<file path="src/rtl/ped_pkg.sv">
// shared types, constants and helpers for the percent-escape decoder
package ped_pkg;

  localparam logic [7:0] PCT_CHAR = 8'h25;

  // one input byte's worth of output: up to three bytes, with a count
  typedef struct packed {
    logic [1:0] cnt;
    logic [7:0] b0;
    logic [7:0] b1;
    logic [7:0] b2;
    logic       fin;
  } ped_job_t;

  // hex digit decode: bit 4 set when the byte is not a hex digit
  function automatic logic [4:0] hex_decode(input logic [7:0] c);
    logic [4:0] r;
    r = 5'h10;
    if (c >= 8'h30 && c <= 8'h39) r = {1'b0, c[3:0]};
    else if ((c >= 8'h41 && c <= 8'h46) || (c >= 8'h61 && c <= 8'h66))
      r = {1'b0, c[3:0] + 4'd9};
    return r;
  endfunction

endpackage

</file>
<file path="src/rtl/ped_front.sv">
// front end: escape tracking and expansion of each input byte into a job
module ped_front (
  input  logic             clk,
  input  logic             rst,
  input  logic [7:0]       in_byte,
  input  logic             in_final,
  input  logic             accept,
  output ped_pkg::ped_job_t job,
  output logic             job_push
);
  import ped_pkg::*;

  typedef enum logic [2:0] {
    PH_IDLE  = 3'b001,
    PH_PCT   = 3'b010,
    PH_DIGIT = 3'b100
  } phase_t;

  phase_t     phase, phase_next;
  logic [7:0] held_digit_char, held_next;
  logic [4:0] in_hex, held_hex;
  logic       is_open;

  assign in_hex   = hex_decode(in_byte);
  assign held_hex = hex_decode(held_digit_char);
  // a '%' that is not the last byte starts a new escape
  assign is_open  = (in_byte == PCT_CHAR) && !in_final;

  always_comb begin
    job        = '0;
    job.fin    = in_final;
    phase_next = PH_IDLE;
    held_next  = held_digit_char;
    case (phase)
      PH_PCT: begin
        if (!in_hex[4] && !in_final) begin
          held_next  = in_byte;
          phase_next = PH_DIGIT;
        end else begin
          job.b0 = PCT_CHAR;
          if (is_open) begin
            job.cnt    = 2'd1;
            phase_next = PH_PCT;
          end else begin
            job.b1  = in_byte;
            job.cnt = 2'd2;
          end
        end
      end
      PH_DIGIT: begin
        if (!in_hex[4]) begin
          job.b0  = {held_hex[3:0], in_hex[3:0]};
          job.cnt = 2'd1;
        end else begin
          job.b0 = PCT_CHAR;
          job.b1 = held_digit_char;
          if (is_open) begin
            job.cnt    = 2'd2;
            phase_next = PH_PCT;
          end else begin
            job.b2  = in_byte;
            job.cnt = 2'd3;
          end
        end
      end
      default: begin
        if (is_open) begin
          phase_next = PH_PCT;
        end else begin
          job.b0  = in_byte;
          job.cnt = 2'd1;
        end
      end
    endcase
    if (in_final) phase_next = PH_IDLE;
  end

  assign job_push = accept && (job.cnt != 2'd0);

  always_ff @(posedge clk) begin
    if (rst) begin
      phase <= PH_IDLE;
    end else if (accept) begin
      phase <= phase_next;
    end
  end

  always_ff @(posedge clk) begin
    if (accept) begin
      held_digit_char <= held_next;
    end
  end

endmodule

</file>
<file path="src/rtl/ped_queue.sv">
// short job queue between the front and back ends
module ped_queue #(
  parameter int DEPTH = 2
) (
  input  logic              clk,
  input  logic              rst,
  input  logic              push,
  input  ped_pkg::ped_job_t push_job,
  input  logic              pop,
  output ped_pkg::ped_job_t head,
  output logic              empty,
  output logic              full
);
  import ped_pkg::*;

  localparam int PW = (DEPTH > 1) ? $clog2(DEPTH) : 1;
  localparam int CW = $clog2(DEPTH + 1);
  localparam logic [PW-1:0] LAST = PW'(DEPTH - 1);

  ped_job_t        mem [DEPTH];
  logic [PW-1:0]   wr_ptr, rd_ptr;
  logic [CW-1:0]   count;
  logic            do_push, do_pop;

  assign empty   = (count == '0);
  assign full    = (count == CW'(DEPTH));
  assign do_push = push && !full;
  assign do_pop  = pop && !empty;
  assign head    = mem[rd_ptr];

  always_ff @(posedge clk) begin
    if (rst) begin
      wr_ptr <= '0;
      rd_ptr <= '0;
      count  <= '0;
    end else begin
      if (do_push) wr_ptr <= (wr_ptr == LAST) ? '0 : wr_ptr + 1'b1;
      if (do_pop)  rd_ptr <= (rd_ptr == LAST) ? '0 : rd_ptr + 1'b1;
      if (do_push && !do_pop)      count <= count + 1'b1;
      else if (do_pop && !do_push) count <= count - 1'b1;
    end
  end

  always_ff @(posedge clk) begin
    if (do_push) begin
      mem[wr_ptr] <= push_job;
    end
  end

endmodule

</file>
<file path="src/rtl/ped_back.sv">
// back end: sends the bytes of the head job one request at a time
module ped_back (
  input  logic              clk,
  input  logic              rst,
  input  ped_pkg::ped_job_t head,
  input  logic              empty,
  output logic              pop,
  output logic [7:0]        out_byte,
  output logic              run_end,
  output logic              string_end,
  output logic              out_valid,
  input  logic              out_ready
);
  import ped_pkg::*;

  logic [1:0] idx;
  logic       send;

  assign out_valid  = !empty;
  assign send       = out_valid && out_ready;
  assign run_end    = (idx == head.cnt - 2'd1);
  assign string_end = run_end && head.fin;
  assign pop        = send && run_end;

  always_comb begin
    case (idx)
      2'd0:    out_byte = head.b0;
      2'd1:    out_byte = head.b1;
      default: out_byte = head.b2;
    endcase
  end

  always_ff @(posedge clk) begin
    if (rst) begin
      idx <= '0;
    end else if (send) begin
      idx <= run_end ? 2'd0 : idx + 2'd1;
    end
  end

endmodule

</file>
<file path="src/rtl/percent_escape_decoder.sv">
// top level of the percent-escape decoder
//
// Input channel (in_valid/in_ready) takes one raw byte per request, with
// in_final set on the last byte of a string. '%' plus two hex digits is
// decoded to one byte; anything else, including a broken or cut-short
// escape, comes out literally. Output channel (out_valid/out_ready) gives
// one byte per request with run_end on the last byte caused by an input
// and string_end on the last byte of the string.
// Throughput: one input per cycle while out_ready stays high and each input
// yields one byte; an input that yields two or three bytes takes that many
// output requests, and a '%' or first digit yields none. The output port is fed
// from a job queue of QUEUE_DEPTH entries, so a byte accepted into the queue
// can be shown from the next cycle.
// When out_ready is low the queue fills and in_ready drops once it is full;
// the escape state only advances on accepted inputs.
// Reset (rst, synchronous) empties the queue and clears any pending escape.
module percent_escape_decoder #(
  parameter int QUEUE_DEPTH = 2
) (
  input  logic       clk,
  input  logic       rst,
  input  logic [7:0] in_byte,
  input  logic       in_final,
  input  logic       in_valid,
  output logic       in_ready,
  output logic [7:0] out_byte,
  output logic       run_end,
  output logic       string_end,
  output logic       out_valid,
  input  logic       out_ready
);
  import ped_pkg::*;

  ped_job_t job, head;
  logic     job_push, pop, empty, full, accept;

  assign in_ready = !full;
  assign accept   = in_valid && in_ready;

  ped_front u_front (
    .clk      (clk),
    .rst      (rst),
    .in_byte  (in_byte),
    .in_final (in_final),
    .accept   (accept),
    .job      (job),
    .job_push (job_push)
  );

  ped_queue #(.DEPTH(QUEUE_DEPTH)) u_queue (
    .clk      (clk),
    .rst      (rst),
    .push     (job_push),
    .push_job (job),
    .pop      (pop),
    .head     (head),
    .empty    (empty),
    .full     (full)
  );

  ped_back u_back (
    .clk        (clk),
    .rst        (rst),
    .head       (head),
    .empty      (empty),
    .pop        (pop),
    .out_byte   (out_byte),
    .run_end    (run_end),
    .string_end (string_end),
    .out_valid  (out_valid),
    .out_ready  (out_ready)
  );

endmodule

</file>
<file path="config.mk">
export PLATFORM = sky130hd
export DESIGN_NAME = percent_escape_decoder
export DESIGN_NICKNAME = d
export VERILOG_FILES = /design/src/rtl/ped_pkg.sv /design/src/rtl/ped_front.sv /design/src/rtl/ped_queue.sv /design/src/rtl/ped_back.sv /design/src/rtl/percent_escape_decoder.sv
export SDC_FILE = /design/constraint.sdc
export NUM_CORES = 1
export LEC_CHECK = 0
export ABC_CLOCK_PERIOD_IN_PS = 4200
export BUFFER_PORTS_ARGS = -buffer_cell sky130_fd_sc_hd__buf_4
export CELL_PAD_IN_SITES_DETAIL_PLACEMENT = 0
export CELL_PAD_IN_SITES_GLOBAL_PLACEMENT = 1
export CORE_UTILIZATION = 40
export DETAILED_ROUTE_END_ITERATION = 8
export GPL_ROUTABILITY_DRIVEN = 0
export PLACE_DENSITY_LB_ADDON = 0.12
export SLEW_MARGIN = 20
export SYNTH_ARGS = -nofsm -noshare
export SYNTH_HDL_FRONTEND = slang
export SYNTH_SLANG_ARGS = --single-unit
</file>
<file path="constraint.sdc">
create_clock -name clk -period 4.2 [get_ports clk]
set_input_delay 0.42 -clock clk [delete_from_list [all_inputs] [get_ports clk]]
set_output_delay 0.42 -clock clk [all_outputs]
set_load 0.05 [all_outputs]
</file>
==> results.yml <==
sta:
  rsz0062_at_grt: "no"
  relSlewSlack: 0.498
  finalSetupTns_ps: 0
  period_minus_slack_ps: 2760
  hold_viol: 0
  tightestPinTransition_ps: 751
  finalSetupViolCount: 0
  post-route-period-util: 0.656
  drv_slew: 0
  fin_skew_ps: 7.22
  fmax_ghz: 0.363
routing:
  vias: 2252
  first_pass_iters: 4
  drt.antenna.violating_nets: 0
  first_iter_violations: 84
  totalWireLength_mm: 7.28
  vias_per_cell: 5.53
  wl_per_cell_um: 17.9
  drcViolationCount: 0
grt:
  grt_max_degree: 28
  grt_overflow_total: 0
  grt_pass1_vias: 2155
  track_usage: 0.177
  antenna_found_initial: 0
  grt_pass1_wl_mm: 11.3
setup_path:
  cp.arrival_ps: 2340
  reg2reg_to: "u_queue.count[1]$_SDFFE_PP0P_"
  cp_max_fo: 19
  start_kind: "register"
  r2r_cells: 8
  endpoint_kind: "primary output"
  required_ps: 3780
  r2r_slack_ps: 1480
  criticalPathCategory: "register to primary output"
layout:
  design_area_um2: 3890
  fin_nets: 319
  drive_gt1_frac: 0.185
  diodes: 0
  syn_to_final_growth_pct: 15.6
synthesis:
  async_flop_share: 0
  syn_area_per_cell_um2: 12.5
  postSynthNetCount: 292
  synth_cells: 270
  synth_seq_cells: 72
  synth_edf_count: 62
  synth_cell_types: 48
  synthFlopType: "edfxtp_1"
  yosysWarnings: 0
  yosysSeqAreaShare: 0.613
  synth_area_um2: 3360
die:
  start_util: 0.411
  io_pins: 25
  die-area_um2: 8780
  coreArea_um2: 8180
  die_height_um: 93.7
  die_w_um: 93.7
  fp-row-count: 33
clocking:
  postCtsSetupBuffers: 0
  h-tree-depth: 3
  insertion_delay_ps: 350
  cts_hold_buf: 0
  clk_path_buf_depth: 2
  cts_tree: "yes"
  clock-sinks: 72
  root_buffer: "clkbuf_8"
  path_clk_slew_ps: 80
  cts.repair.resized: 0
  numCtsBuffers: 9
power_and_ir_drop:
  ir_worst_vdd_v: 0.000154
  powerDensity_nw_per_um2: 559
  p_leak_nw: 1.37
worst_hold_path:
  worstHoldStart: "in_byte[1]"
  hold_path.class: "input pin to register"
  hold_path_end: "u_front.held_digit_char[1]$_DFFE_PP_"
  holdPathStages: 1
placement:
  post-dp-hpwl_mm: 5.06
  dpl_cell_area_um2: 3650
  io_buffers: 24
job:
  drv_cap: 0
run_status:
  status: "completed"
[metrics by stage]
step	hold slack, ps	util	std cells	setup WS, ps	total power [mW]
after floorplan	432	-	270	1130	1.38
after global placement	440	0.447	391	1310	1.56
after detailed placement	453	0.447	391	1230	1.57
after CTS	290	0.475	407	1380	2.18
after global routing	290	0.476	407	1230	2.27
final	296	0.476	407	1440	2.17
[cells in the final DEF (no fill, tap or decap), types with 5 or more instances in the layout]
cell and count:
a211oi_1 8, a21oi_1 10, a22o_1 16, a22oi_1 8
a31oi_1 8, and2_1 6, buf_4 27, clkbuf_8 9
dfxtp_1 10, edfxtp_1 62, ha_1 9, inv_1 12
nand2_1 21, nand3_1 5, nor2_1 15, o21ai_0 10
xnor2_1 5
[registers in the layout, summed over array words and instances, names as in the netlist, named ones only]
register / cells
u_queue.mem: 54
u_front.held_digit_char: 8
u_front.phase: 3
u_back.idx: 2
u_queue.count: 2
u_queue.rd_ptr: 1
u_queue.wr_ptr: 1
[worst max-delay path by stage]
| stage | start | end | slack, ps | cells after the start |
|---|---|---|---|---|
| floorplan | in_byte[1] | u_queue.mem[1][0]$_DFFE_PP_ | 1130 | 8 |
| global placement | in_byte[1] | u_queue.count[1]$_SDFFE_PP0P_ | 1310 | 10 |
| detailed placement | in_byte[1] | u_queue.count[1]$_SDFFE_PP0P_ | 1230 | 10 |
| CTS | register | string_end | 1380 | 5 |
| global route | u_back.idx[0]$_SDFFE_PP0P_ | out_byte[0] | 1230 | 7 |
| finish | register | string_end | 1440 | 5 |
[worst max-delay path, cell delays in order, from the launching register on]
cell and delay (ps):
dfxtp_1 810, mux2i_1 310, xnor2_1 150, mux2_2 400, nor2_1 110, buf_4 200
[where the power goes]
part	switching, mW	internal (mW)	total, mW
sequential	0.0441	0.876	0.920
combinational	0.421	0.204	0.625
clock	0.286	0.341	0.627
[synth_stat cells, drive strengths merged (5+ instances only)]
library cell  number  area (um^2)
a31oi              8         50.1
nand3              5         25.0
a21oi             10         50.1
nand2             21         78.8
a22oi              8         60.1
dfxtp             10          200
ha                 9          113
clkbuf             8         30.0
and2               6         37.5
a211oi             8         60.1
inv               12         45.0
a22o              16          140
xnor2              5         43.8
o21ai             11         55.1
edfxtp            62         1860
nor2              15         56.3
[cells by family (layout without fill, tap and decap cells)]
logic type / count (synthesis) / count (layout) / synth area share
adders and majority gates: 9 / 9 / 0.0335
muxes: 4 / 4 / 0.0123
DFF: 72 / 72 / 0.613
and+or+nand+nor: 79 / 79 / 0.125
AOI/OAI and AO/OA: 76 / 76 / 0.169
buffers and inverters: 23 / 55 / 0.0286
xor gates and xnor gates: 7 / 7 / 0.0182
[layer usage]
layer | routed length [um] | GRT usage | vias up
li1 | - | - | 1092
met1 | 3490 | 0.238 | 1095
met2 | 3360 | 0.283 | 55
met3 | 347 | 0.0453 | 10
met4 | 78 | 0.0500 | 0
met5 | 0 | 0 | -
[final cells by class]
cell class,count,area (um^2)
Clock buffer,9,124
Clock inverter,7,104
Tap cell,105,131
Multi-Input combinational cell,175,1220
Sequential cell,72,2060
Fill cell,762,4290
Timing Repair Buffer,27,203
Inverter,12,45.0
Power figures use the tool's default switching activity.
